===== config.mk =====
export PLATFORM = sky130hd
export DESIGN_NAME = engine_supervisor_backoff
export DESIGN_NICKNAME = d
export VERILOG_FILES = /design/src/design/esb_pkg.sv /design/src/design/esb_in_stage.sv /design/src/design/esb_core.sv /design/src/design/esb_out_stage.sv /design/src/design/engine_supervisor_backoff.sv
export SDC_FILE = /design/constraint.sdc
export NUM_CORES = 1
export LEC_CHECK = 0
export BUFFER_PORTS_ARGS = -buffer_cell sky130_fd_sc_hd__buf_2
export CAP_MARGIN = 20
export CORE_MARGIN = 4
export CORE_UTILIZATION = 40
export DETAILED_ROUTE_END_ITERATION = 16
export PLACE_DENSITY = 0.62
export SYNTH_ARGS = -nofsm -noshare
export SYNTH_HDL_FRONTEND = slang
export SYNTH_SLANG_ARGS = --single-unit

===== constraint.sdc =====
create_clock -name aclk -period 6.3 [get_ports aclk]
set_input_delay 0.945 -clock aclk [delete_from_list [all_inputs] [get_ports aclk]]
set_output_delay 0.945 -clock aclk [all_outputs]
set_load 0.02 [all_outputs]

===== src/design/esb_pkg.sv =====
// Shared types, codes and widths for the engine supervisor with retry backoff.
`default_nettype none

package esb_pkg;

    // Field widths
    localparam int FuncW   = 3;
    localparam int TimeW   = 32;
    localparam int DelayW  = 16;
    localparam int EpochW  = 29;
    localparam int CountW  = 32;
    localparam int CfgIdxW = 2;
    localparam int OutW    = 120;

    // Event codes
    localparam logic [FuncW-1:0] FUNC_START    = 3'd0;
    localparam logic [FuncW-1:0] FUNC_STOP     = 3'd1;
    localparam logic [FuncW-1:0] FUNC_RESTART  = 3'd2;
    localparam logic [FuncW-1:0] FUNC_RUNNING  = 3'd3;
    localparam logic [FuncW-1:0] FUNC_STOPPED  = 3'd4;
    localparam logic [FuncW-1:0] FUNC_FAILED   = 3'd5;
    localparam logic [FuncW-1:0] FUNC_FETCH    = 3'd6;
    localparam logic [FuncW-1:0] FUNC_QUERY    = 3'd7;

    // Configuration register indexes
    localparam logic [CfgIdxW-1:0] CFG_FIRST_DELAY    = 2'd0;
    localparam logic [CfgIdxW-1:0] CFG_MAX_DELAY      = 2'd1;
    localparam logic [CfgIdxW-1:0] CFG_HEALTHY_UPTIME = 2'd2;

    // Configuration reset values
    localparam logic [DelayW-1:0] FIRST_DELAY_RST    = 16'd5;
    localparam logic [DelayW-1:0] MAX_DELAY_RST      = 16'd300;
    localparam logic [DelayW-1:0] HEALTHY_UPTIME_RST = 16'd60;

    typedef struct packed {
        logic [DelayW-1:0] first_delay;
        logic [DelayW-1:0] max_delay;
        logic [DelayW-1:0] healthy_uptime;
    } cfg_t;

    typedef struct packed {
        logic [FuncW-1:0] func;
        logic [TimeW-1:0] now_seconds;
    } event_t;

    typedef struct packed {
        logic              is_running;
        logic              is_desired;
        logic              is_retrying;
        logic [EpochW-1:0] epoch;
        logic [TimeW-1:0]  uptime;
        logic [DelayW-1:0] fetched_delay;
        logic              stop_request;
        logic              wake;
        logic [CountW-1:0] command_count;
    } result_t;

endpackage

`default_nettype wire


===== src/design/esb_in_stage.sv =====
// Input register: holds one event request until the core consumes it.
`default_nettype none

module esb_in_stage import esb_pkg::*; (
    input  wire logic   aclk,
    input  wire logic   aresetn,
    input  wire logic   s_valid,
    output logic        s_ready,
    input  wire event_t s_event,
    input  wire logic   advance,
    output logic        ev_valid,
    output event_t      ev
);

    logic   valid_reg;
    logic   valid_next;
    event_t ev_reg;

    // Accept when empty or when the held request moves on this cycle
    assign s_ready    = !valid_reg || advance;
    assign valid_next = (s_valid && s_ready) || (valid_reg && !advance);

    always_ff @(posedge aclk) begin
        if (!aresetn) begin
            valid_reg <= 1'b0;
        end else begin
            valid_reg <= valid_next;
        end
    end

    // Load payload on accept
    always_ff @(posedge aclk) begin
        if (s_valid && s_ready) begin
            ev_reg <= s_event;
        end
    end

    assign ev_valid = valid_reg;
    assign ev       = ev_reg;

endmodule

`default_nettype wire


===== src/design/esb_core.sv =====
// Supervisor state and the next-state and result logic for one event.
`default_nettype none

module esb_core import esb_pkg::*; (
    input  wire logic   aclk,
    input  wire logic   aresetn,
    input  wire logic   fire,
    input  wire event_t ev,
    input  wire cfg_t   cfg,
    output result_t     res
);

    logic              want_on_reg,      want_on_next;
    logic              running_reg,      running_next;
    logic              restart_pend_reg, restart_pend_next;
    logic              retry_armed_reg,  retry_armed_next;
    logic              retry_pend_reg,   retry_pend_next;
    logic [DelayW-1:0] delay_reg,        delay_next;
    logic [EpochW-1:0] epoch_reg,        epoch_next;
    logic [TimeW-1:0]  stamp_reg,        stamp_next;
    logic [CountW-1:0] cmd_count_reg,    cmd_count_next;

    logic [TimeW-1:0]  run_len;
    logic              healthy;
    logic [DelayW:0]   doubled;
    logic [DelayW-1:0] base_delay;
    logic [DelayW-1:0] fetched;
    logic              stop_req;
    logic              wake;
    logic [EpochW-1:0] epoch_inc;
    logic [CountW-1:0] count_inc;

    assign run_len   = ev.now_seconds - stamp_reg;
    assign healthy   = running_reg && (run_len >= {{(TimeW-DelayW){1'b0}}, cfg.healthy_uptime});
    assign epoch_inc = epoch_reg + {{(EpochW-1){1'b0}}, 1'b1};
    assign count_inc = cmd_count_reg + {{(CountW-1){1'b0}}, 1'b1};
    // A healthy run restarts the backoff from the first delay
    assign base_delay = healthy ? '0 : delay_reg;
    assign doubled    = {base_delay, 1'b0};

    // Next state and result for the event at the core input
    always_comb begin
        want_on_next      = want_on_reg;
        running_next      = running_reg;
        restart_pend_next = restart_pend_reg;
        retry_armed_next  = retry_armed_reg;
        retry_pend_next   = retry_pend_reg;
        delay_next        = delay_reg;
        epoch_next        = epoch_reg;
        stamp_next        = stamp_reg;
        cmd_count_next    = cmd_count_reg;
        fetched           = '0;
        stop_req          = 1'b0;
        wake              = 1'b0;
        unique case (ev.func)
            FUNC_START: begin
                cmd_count_next   = count_inc;
                delay_next       = '0;
                retry_pend_next  = 1'b0;
                retry_armed_next = 1'b0;
                if (!want_on_reg) begin
                    want_on_next      = 1'b1;
                    restart_pend_next = 1'b0;
                    epoch_next        = epoch_inc;
                    wake              = 1'b1;
                end
            end
            FUNC_STOP: begin
                cmd_count_next    = count_inc;
                want_on_next      = 1'b0;
                restart_pend_next = 1'b0;
                delay_next        = '0;
                retry_pend_next   = 1'b0;
                retry_armed_next  = 1'b0;
                epoch_next        = epoch_inc;
                stop_req          = 1'b1;
            end
            FUNC_RESTART: begin
                cmd_count_next    = count_inc;
                want_on_next      = 1'b1;
                restart_pend_next = running_reg;
                delay_next        = '0;
                retry_pend_next   = 1'b0;
                retry_armed_next  = running_reg;
                epoch_next        = epoch_inc;
                stop_req          = running_reg;
                wake              = !running_reg;
            end
            FUNC_RUNNING: begin
                running_next     = 1'b1;
                stamp_next       = ev.now_seconds;
                retry_armed_next = 1'b0;
                epoch_next       = epoch_inc;
            end
            FUNC_STOPPED: begin
                running_next = 1'b0;
                epoch_next   = epoch_inc;
                priority if (restart_pend_reg) begin
                    restart_pend_next = 1'b0;
                end else if (want_on_reg && (running_reg || retry_armed_reg)) begin
                    // Schedule a retry with a doubled, capped delay
                    if (base_delay == '0) begin
                        delay_next = cfg.first_delay;
                    end else if (doubled < {1'b0, cfg.max_delay}) begin
                        delay_next = doubled[DelayW-1:0];
                    end else begin
                        delay_next = cfg.max_delay;
                    end
                    retry_armed_next = 1'b1;
                    retry_pend_next  = 1'b1;
                end else if (want_on_reg) begin
                    // Stopped without a run to retry: give up
                    want_on_next     = 1'b0;
                    delay_next       = '0;
                    retry_pend_next  = 1'b0;
                    retry_armed_next = 1'b0;
                end
            end
            FUNC_FAILED: begin
                restart_pend_next = 1'b0;
            end
            FUNC_FETCH: begin
                if (retry_pend_reg) begin
                    retry_pend_next = 1'b0;
                    fetched         = delay_reg;
                end
            end
            FUNC_QUERY: begin
            end
            default: begin
            end
        endcase
    end

    // Result reflects the state after the event
    always_comb begin
        res.is_running    = running_next;
        res.is_desired    = want_on_next;
        res.is_retrying   = want_on_next && retry_armed_next && !running_next;
        res.epoch         = epoch_next;
        res.uptime        = running_next ? (ev.now_seconds - stamp_next) : '0;
        res.fetched_delay = fetched;
        res.stop_request  = stop_req;
        res.wake          = wake;
        res.command_count = cmd_count_next;
    end

    // Commit state when the event moves to the result register
    always_ff @(posedge aclk) begin
        if (!aresetn) begin
            want_on_reg      <= 1'b0;
            running_reg      <= 1'b0;
            restart_pend_reg <= 1'b0;
            retry_armed_reg  <= 1'b0;
            retry_pend_reg   <= 1'b0;
            delay_reg        <= '0;
            epoch_reg        <= '0;
            stamp_reg        <= '0;
            cmd_count_reg    <= '0;
        end else if (fire) begin
            want_on_reg      <= want_on_next;
            running_reg      <= running_next;
            restart_pend_reg <= restart_pend_next;
            retry_armed_reg  <= retry_armed_next;
            retry_pend_reg   <= retry_pend_next;
            delay_reg        <= delay_next;
            epoch_reg        <= epoch_next;
            stamp_reg        <= stamp_next;
            cmd_count_reg    <= cmd_count_next;
        end
    end

endmodule

`default_nettype wire


===== src/design/esb_out_stage.sv =====
// Result register: holds one result request until the sink takes it.
`default_nettype none

module esb_out_stage import esb_pkg::*; (
    input  wire logic    aclk,
    input  wire logic    aresetn,
    input  wire logic    load,
    input  wire result_t res,
    input  wire logic    m_ready,
    output logic         m_valid,
    output result_t      m_res,
    output logic         can_load
);

    logic    valid_reg;
    logic    valid_next;
    result_t res_reg;

    assign can_load   = !valid_reg || m_ready;
    assign valid_next = load || (valid_reg && !m_ready);

    always_ff @(posedge aclk) begin
        if (!aresetn) begin
            valid_reg <= 1'b0;
        end else begin
            valid_reg <= valid_next;
        end
    end

    // Capture a new result when one is produced
    always_ff @(posedge aclk) begin
        if (load) begin
            res_reg <= res;
        end
    end

    assign m_valid = valid_reg;
    assign m_res   = res_reg;

endmodule

`default_nettype wire


===== src/design/engine_supervisor_backoff.sv =====
// Top level: engine supervisor with capped exponential retry backoff.
// An accepted event is held in the input register, then in the result register.
// Throughput: one event per cycle unless the sink stalls the result register.
// Both stages are skid-free registers that accept while the downstream one drains.
// Reset (aresetn low, synchronous) clears all flags, epoch, counters and delay,
// and loads the configuration registers with their default values.
`default_nettype none

module engine_supervisor_backoff import esb_pkg::*; (
    input  wire logic                 aclk,
    input  wire logic                 aresetn,
    // Event requests
    input  wire logic                 s_tvalid,
    output logic                      s_tready,
    input  wire logic [TimeW-1:0]     s_tdata,   // [31:0] now_seconds
    input  wire logic [FuncW-1:0]     s_tuser,   // [2:0] func
    // Results
    output logic                      m_tvalid,
    input  wire logic                 m_tready,
    // [0] is_running, [1] is_desired, [2] is_retrying, [31:3] epoch,
    // [63:32] uptime, [79:64] fetched_delay, [80] stop_request, [81] wake,
    // [113:82] command_count, [119:114] zero
    output logic [OutW-1:0]           m_tdata,
    // Configuration writes
    input  wire logic                 cfg_wr_en,
    input  wire logic [CfgIdxW-1:0]   cfg_index,
    input  wire logic [DelayW-1:0]    cfg_wdata
);

    cfg_t    cfg_reg;
    event_t  s_event;
    event_t  ev;
    logic    ev_valid;
    logic    can_load;
    logic    advance;
    result_t res;
    result_t m_res;

    // Configuration registers
    always_ff @(posedge aclk) begin
        if (!aresetn) begin
            cfg_reg.first_delay    <= FIRST_DELAY_RST;
            cfg_reg.max_delay      <= MAX_DELAY_RST;
            cfg_reg.healthy_uptime <= HEALTHY_UPTIME_RST;
        end else if (cfg_wr_en) begin
            unique case (cfg_index)
                CFG_FIRST_DELAY:    cfg_reg.first_delay    <= cfg_wdata;
                CFG_MAX_DELAY:      cfg_reg.max_delay      <= cfg_wdata;
                CFG_HEALTHY_UPTIME: cfg_reg.healthy_uptime <= cfg_wdata;
                default: begin
                end
            endcase
        end
    end

    assign s_event.func        = s_tuser;
    assign s_event.now_seconds = s_tdata;

    // Move the held event through the core when the result register has room
    assign advance = ev_valid && can_load;

    esb_in_stage u_in (
        .aclk     (aclk),
        .aresetn  (aresetn),
        .s_valid  (s_tvalid),
        .s_ready  (s_tready),
        .s_event  (s_event),
        .advance  (advance),
        .ev_valid (ev_valid),
        .ev       (ev)
    );

    esb_core u_core (
        .aclk    (aclk),
        .aresetn (aresetn),
        .fire    (advance),
        .ev      (ev),
        .cfg     (cfg_reg),
        .res     (res)
    );

    esb_out_stage u_out (
        .aclk     (aclk),
        .aresetn  (aresetn),
        .load     (advance),
        .res      (res),
        .m_ready  (m_tready),
        .m_valid  (m_tvalid),
        .m_res    (m_res),
        .can_load (can_load)
    );

    assign m_tdata = {6'd0, m_res.command_count, m_res.wake, m_res.stop_request,
                      m_res.fetched_delay, m_res.uptime, m_res.epoch,
                      m_res.is_retrying, m_res.is_desired, m_res.is_running};

    // Retrying only while desired and not running
    a_retry_flags: assert property (@(posedge aclk) disable iff (!aresetn)
        m_tvalid |-> !(m_tdata[2] && (!m_tdata[1] || m_tdata[0])))
        else $error("retrying flag set while not desired or running");

    // No uptime while stopped
    a_uptime_idle: assert property (@(posedge aclk) disable iff (!aresetn)
        (m_tvalid && !m_tdata[0]) |-> (m_tdata[63:32] == '0))
        else $error("uptime nonzero while stopped");

    // Input stalls only when both stages are full and the sink is stalled
    a_stall_cause: assert property (@(posedge aclk) disable iff (!aresetn)
        !s_tready |-> (ev_valid && m_tvalid && !m_tready))
        else $error("input stalled without backpressure");

    // An event that leaves the core shows up as a result next cycle
    a_result_follows: assert property (@(posedge aclk) disable iff (!aresetn)
        advance |=> m_tvalid)
        else $error("result lost after core");

endmodule

`default_nettype wire

==> results.md, run 1 <==
* Number of global-route vias before repair at 13.4k
* H-tree Lvls at 2
* Core area at 43100 µm²
* Worst Path Buf+Inv at 0
* Seq/Total Area, Yosys at between 40% and 50%
* Setup crit start kind: flip-flop
* Final Setup Violations at 0
* R2r endpoint: u_core.delay_reg[1]$_SDFFE_PN0P_
* Leakage at just over 8 nW
* PD cells at around 240 nW/µm²
* Fin crit period at around 6.3 ns
* ANT nets after route at 0
* Max Transition Viols Final at 0
* FF-to-FF Start: u_in.ev[4]$_DFFE_PP_
* Worst ir drop on vdd at 0.000157 V
* Post-synth design cell area at between 15000 and 20000 µm²
* CP Max Fanout at 8
* Crit path largest cell delay at ~0.43 ns
* Register bit total from synthesis at ~310
* Via count at roughly 14k
* CTS Hold Bufs at 0
* CTS Buffer Depth at 3
* GP Congestion at ~0.84
* Area growth syn-to-layout at 17.9%
* Setup CP Type: reg -> reg
* Top delay family on crit path: compound AO/OA/AOI/OAI gates
* Most common cell in the synthesized netlist: nand2_1
* Die Span Y at between 200 and 250 µm
* Initial Util at between 40% and 50%
* Final Skew at about 0.014 ns
* Design area at 20500 µm²
* Avg Cell Area, Syn at approximately 9.6 µm²
* Register-to-register setup slack at 0.008 ns
* Clock sinks at approximately 310
* WP data required at just under 7 ns
* Dpl ws at -0.294 ns
* Worst Max-Slew Pin Slew at approximately 1.1 ns
* Top cell type by total area after synthesis: edfxtp_1
* DR WL/cell at 16.3 µm
* Clock Latency Late Sink at 0.55 ns
* Status: completed
* Worst relative slew slack at a little over a quarter
* Clk root buf: clkbuf_16
* TritonCTS clock tree: built
* EDFF count, synth at ~150
* RSZ-0062 raised after global routing: true
* Buffers on Ports at between 150 and 200
* Worst hold path type: reg -> reg
* CTS Buf Count at 37
* Max cap viols at 0
* GRT Total Usage at roughly 18%
* Clk slew on worst S/H paths at 0.06 ns
* Share of layout cells above drive strength 1 at between 10% and 20%
* Fin crit share at about 100%
* First-pass GRT wire length at a little under 70000 µm
* Remaining DRCs at 0
* Boundary pin count at 180
* Slowest-stage cell, CP: edfxtp_1
* Commonest cells in the synthesized netlist: nand2_1 (268), dfxtp_1 (164), edfxtp_1 (149)
* DR iter-0 viols at ~640
* Yosys top cell area share at between 20% and 30%
* Initial antenna violation count at 5
* Row count at 76
* Filler cell count at around 4.0k
* FFs w/ async S/R, synth at 0%
* Hold Path End: cfg_reg[8]$_SDFFE_PN0P_
* Area after DPL at between 15000 and 20000 µm²
* TritonRoute pass-1 iters at 5
* Cell mode on critical path: a21o_1
* CP Capture Type: flip-flop
* Via density at between 5 and 6
* Max reg flops at approximately 110
* Setup TNS at 0 ns
* Syn Inst Count at between 1.5k and 2k
* Final setup margin at about 0.0076 ns
* R2R cell count at 31
* Hold Startpoint: cfg_reg[8]$_SDFFE_PN0P_
* Synth unique cells at just under 90
* Yosys warnings at 0
* Total overflow reported by the global router at 0
* Ys flop type: dfxtp_1
* Final #Nets at approximately 2.2k
* Synth area leaders: edfxtp_1 (26%), dfxtp_1 (19%), ha_1 (6.8%)
* Critical path data arrival time at roughly 6.7 ns
* Final WL at about 43000 µm
* DIE AREA at 47000 µm²
* Die Span X at ~220 µm
* Largest net degree at the start of global routing at between 80 and 90
* Post-DP HPWL at 30900 µm
* Hold Path Stages at 2
* Fmax at roughly 160 MHz
* Fin. Hold Viols at 0
[routing by layer]
layer	track usage, %	part of all wire [%]	vias to the layer above
li1	-	-	6812
met1	23.6	46	6406
met2	29.8	46	276
met3	3.86	5.3	75
met4	4.82	2.4	8
met5	0	0.13	-
[cells in the final DEF (no fill, tap or decap), types with 48 or more instances in the layout]
master / instances
a21oi_1: 55
inv_1: 87
buf_4: 56
ha_1: 88
nor2_1: 80
a21boi_0: 95
a21o_1: 50
dfxtp_1: 163
nand2_1: 266
xnor2_1: 90
buf_2: 172
and2_1: 78
o21ai_0: 60
xor2_1: 48
edfxtp_1: 149
[power by group]
group	internal, mW	leakage [nW]	total, mW	switching (mW)
Clock	1.29	0.595	2.15	0.856
Combinational	0.240	4.89	0.627	0.387
Sequential	2.20	2.73	2.24	0.0382
Total	3.73	8.21	5.01	1.28
[cell families after synthesis]
family	synth area share [%]
compound gates	16.9
buf+inv	4.12
fa+ha+maj	7.05
mux	1.98
other cells	0.0215
simple gates	18.5
flops	44.5
xor+xnor	6.94
[worst max-delay path by stage]
stage / start / end / depth (start not counted)
global route: u_in.ev[4]$_DFFE_PP_ / u_core.delay_reg[1]$_SDFFE_PN0P_ / 30
CTS: u_in.ev[4]$_DFFE_PP_ / u_core.delay_reg[7]$_SDFFE_PN0P_ / 31
finish: u_in.ev[4]$_DFFE_PP_ / u_core.delay_reg[1]$_SDFFE_PN0P_ / 31
detailed placement: u_in.ev[4]$_DFFE_PP_ / u_core.delay_reg[7]$_SDFFE_PN0P_ / 31
floorplan: u_in.ev[4]$_DFFE_PP_ / u_core.delay_reg[10]$_SDFFE_PN0P_ / 33
global placement: u_in.ev[4]$_DFFE_PP_ / u_core.delay_reg[13]$_SDFFE_PN0P_ / 31
[area by class of cell]
class	instances	area, µm²	share of cell area, %
Clock inverter	15	178	0.865
Clock buffer	53	1050	5.10
Tap cell	585	732	3.56
Inverter	88	335	1.63
Sequential cell	313	7760	37.8
Timing Repair Buffer	231	1320	6.44
Antenna cell	1	2.50	0.0122
Multi-Input combinational cell	1332	9170	44.6
[metrics by stage]
stage | utilization [%] | power (mW) | std cells | hold WS, ns
final | 47.7 | 5.01 | 2618 | 0.469
after floorplan | - | 2.70 | 1819 | 0.443
after CTS | 47.3 | 5.07 | 2608 | 0.470
after global placement | 44.2 | 2.88 | 2534 | 0.457
after detailed placement | 44.2 | 2.89 | 2534 | 0.463
after global routing | 47.7 | 5.24 | 2618 | 0.507
[timing repair]
| action | 4_1_cts | 5_1_grt |
|---|---|---|
| buffers inserted | 5 | 8 |
| gates cloned | 1 | 0 |
| pin swaps | 19 | 26 |
| setup endpoints to repair | 15 | 15 |
| resized for setup | 18 | 17 |
| hold endpoints to repair | 0 | 0 |
[worst reg2reg max path, delay by kind of cell (launching register included)]
family	cells	cell delay, ns
fa+ha+maj	3	0.63
flops	1	0.43
simple gates	9	1.70
compound gates	18	3.34
xor+xnor	1	0.09
No activity file was read; power rests on OpenSTA's default activity.
==> run 2: changes to the inputs <==
--- a/config.mk
+++ b/config.mk
@@ -8,9 +8,9 @@
 export BUFFER_PORTS_ARGS = -buffer_cell sky130_fd_sc_hd__buf_2
 export CAP_MARGIN = 20
 export CORE_MARGIN = 4
-export CORE_UTILIZATION = 40
+export CORE_UTILIZATION = 28
 export DETAILED_ROUTE_END_ITERATION = 16
-export PLACE_DENSITY = 0.62
+export PLACE_DENSITY = 0.47
 export SYNTH_ARGS = -nofsm -noshare
 export SYNTH_HDL_FRONTEND = slang
 export SYNTH_SLANG_ARGS = --single-unit
==> run 2 against run 1 <==
Non-clock buffer count increased by 14; setup slack better by 0.018 ns; critical path depth is the same; hold slack better by 0.00074 ns; sequential share of layout area down 0.91 points; core utilization fell by 14 points; via count rose by 0.29%; global-route usage fell by 4.1 points.
==> results.md, run 2 (same netlist as run 1, synthesis figures left out) <==
* CP Max Fanout at 8
* Leakage at roughly 8.3 nW
* Design Power at a little over 5 mW
* First-pass GRT wire length at 74700 µm
* R2r endpoint: u_core.delay_reg[12]$_SDFFE_PN0P_
* Area growth syn-to-layout at 20.8%
* PD cells at 243 nW/µm²
* CTS Hold Bufs at 0
* Die Span X at 257 µm
* Buffers on Ports at approximately 170
* Final #Nets at about 2.2k
* Area after DPL at between 15000 and 20000 µm²
* Worst Max-Slew Pin Slew at 0.829 ns
* Final Skew at roughly 0.019 ns
* Clk root buf: clkbuf_16
* GRT Total Usage at a little over an eighth
* Setup CP Type: reg -> reg
* Design area at approximately 21000 µm²
* Number of global-route vias before repair at 13.6k
* RSZ-0062 raised after global routing: true
* Largest net degree at the start of global routing at 85
* Clk slew on worst S/H paths at 0.06 ns
* Crit path largest cell delay at approximately 0.44 ns
* Hold Path End: cfg_reg[11]$_SDFFE_PN0P_
* Filler cell count at ~6.3k
* Critical path data arrival time at 6.71 ns
* Max cap viols at 0
* TritonCTS clock tree: built
* H-tree Lvls at 2
* Total overflow reported by the global router at 0
* Fin. Hold Viols at 0
* Placed cells at about 2.8k
* CP Capture Type: flip-flop
* Cell mode on critical path: a21o_1
* CTS Buffer Depth at 3
* Ant diodes at 0
* Boundary pin count at 180
* Max Transition Viols Final at 0
* Via count at roughly 14k
* Final Setup Violations at 0
* Row count at slightly above 90
* DIE AREA at around 66000 µm²
* Initial antenna violation count at 2
* Die Span Y at 257 µm
* Fin crit share at between 90% and 100%
* Register-to-register setup slack at between 0.02 and 0.03 ns
* Final setup margin at 0.0256 ns
* GP Congestion at about 0.84
* Reg area at just under 8000 µm²
* DR iter-0 viols at between 600 and 700
* Via density at 4.71
* Most frequent cells in the layout: nand2_1 (267), buf_2 (172), dfxtp_1 (164), edfxtp_1 (149), a21boi_0 (95)
* Most common cell after layout, fill and taps aside: nand2_1
* Post-route insts no fill at approximately 2.9k
* Worst hold path type: reg -> reg
* DR WL/cell at 16.1 µm
* Post-DP HPWL at around 34000 µm
* Hold slack at 0.469 ns
* Setup crit start kind: flip-flop
* Area of the multi-input gates at between 9000 and 10000 µm²
* ANT nets after route at 0
* Max reg flops at around 110
* Clock sinks at 313
* FF-to-FF Start: u_in.ev[4]$_DFFE_PP_
* Status: completed
* WP data required at between 6 and 7 ns
* Fin crit period at between 6 and 7 ns
* Share of layout cells above drive strength 1 at 17.8%
* Hold Startpoint: cfg_reg[11]$_SDFFE_PN0P_
* Dpl ws at -0.381 ns
* Worst ir drop on vdd at between 0.0001 and 0.00015 V
* Worst relative slew slack at 44.7%
* R2R cell count at 31
* Fmax at between 150 and 200 MHz
* Final WL at 46600 µm
* CTS Buf Count at 40
* Remaining DRCs at 0
* TritonRoute pass-1 iters at 5
* Core area at approximately 62000 µm²
* Hold Path Stages at 2
* Slowest-stage cell, CP: edfxtp_1
* Initial Util at between 20% and 30%
* Clock Latency Late Sink at ~0.55 ns
[run 2: cell count changes in the layout (fill, tap and decap cells not counted), moves of 3 or more]
cell / before / now
clkbuf_1: 12 / 15
clkbuf_16: 39 / 43
clkinv_1: 4 / 1
bufinv_16: 3 / 0
clkbuf_8: 2 / 8
buf_4: 56 / 69
[run 2: critical path: cells and delay by family, from the launching register on]
kind                     cells  cell delay [ns]
adder cells (fa/ha/maj)      3             0.60
XOR/XNOR                     1             0.08
AND/OR/NAND/NOR              9             1.66
flip-flops                   1             0.44
AO/OA/AOI/OAI               18             3.34
[run 2: through the flow]
stage	util (%)	TNS, ns
global route	34.2	-4.62
floorplan	-	0
detailed placement	31.7	-5.53
finish	34.2	0
CTS	34.0	-0.562
global placement	31.6	-2.86
[run 2: area by class of cell]
| cell class | instances | area share (%) |
|---|---|---|
| Multi-Input combinational cell | 1332 | 43.6 |
| Sequential cell | 313 | 36.9 |
| Timing Repair Buffer | 245 | 6.85 |
| Clock buffer | 66 | 5.90 |
| Tap cell | 837 | 4.98 |
| Inverter | 88 | 1.59 |
| Clock inverter | 8 | 0.268 |
[run 2: what timing repair did]
action | CTS | global route
cloned | 1 | 0
endpoints found under the setup margin | 15 | 15
resized for setup | 17 | 17
pin swaps | 19 | 12
setup buffers | 5 | 2
[run 2: where the power goes]
group	switching (mW)	internal [mW]	total (mW)
Combinational	0.391	0.249	0.640
Sequential	0.0381	2.20	2.24
Clock	0.886	1.35	2.23
[run 2: how the worst max path moves through the flow]
stage | startpoint | endpoint | slack, ns | cells after the start
floorplan | u_in.ev[4]$_DFFE_PP_ | u_core.delay_reg[10]$_SDFFE_PN0P_ | 0.0002 | 33
global placement | u_in.ev[4]$_DFFE_PP_ | u_core.delay_reg[9]$_SDFFE_PN0P_ | -0.19 | 31
detailed placement | u_in.ev[4]$_DFFE_PP_ | u_core.delay_reg[12]$_SDFFE_PN0P_ | -0.38 | 31
CTS | u_in.ev[4]$_DFFE_PP_ | u_core.delay_reg[12]$_SDFFE_PN0P_ | -0.07 | 30
global route | u_in.ev[0]$_DFFE_PP_ | u_core.delay_reg[12]$_SDFFE_PN0P_ | -0.35 | 31
finish | u_in.ev[4]$_DFFE_PP_ | u_core.delay_reg[12]$_SDFFE_PN0P_ | 0.03 | 31
[run 2: layer usage]
layer / GRT usage (%) / vias to the layer above / part of all wire, % / wire [µm]
li1: - / 6859 / - / -
met1: 17.8 / 6435 / 46 / 21600
met2: 23.4 / 250 / 47 / 21800
met3: 3.18 / 68 / 4.9 / 2300
met4: 3.17 / 4 / 1.9 / 879
met5: 0 / - / 0.045 / 21
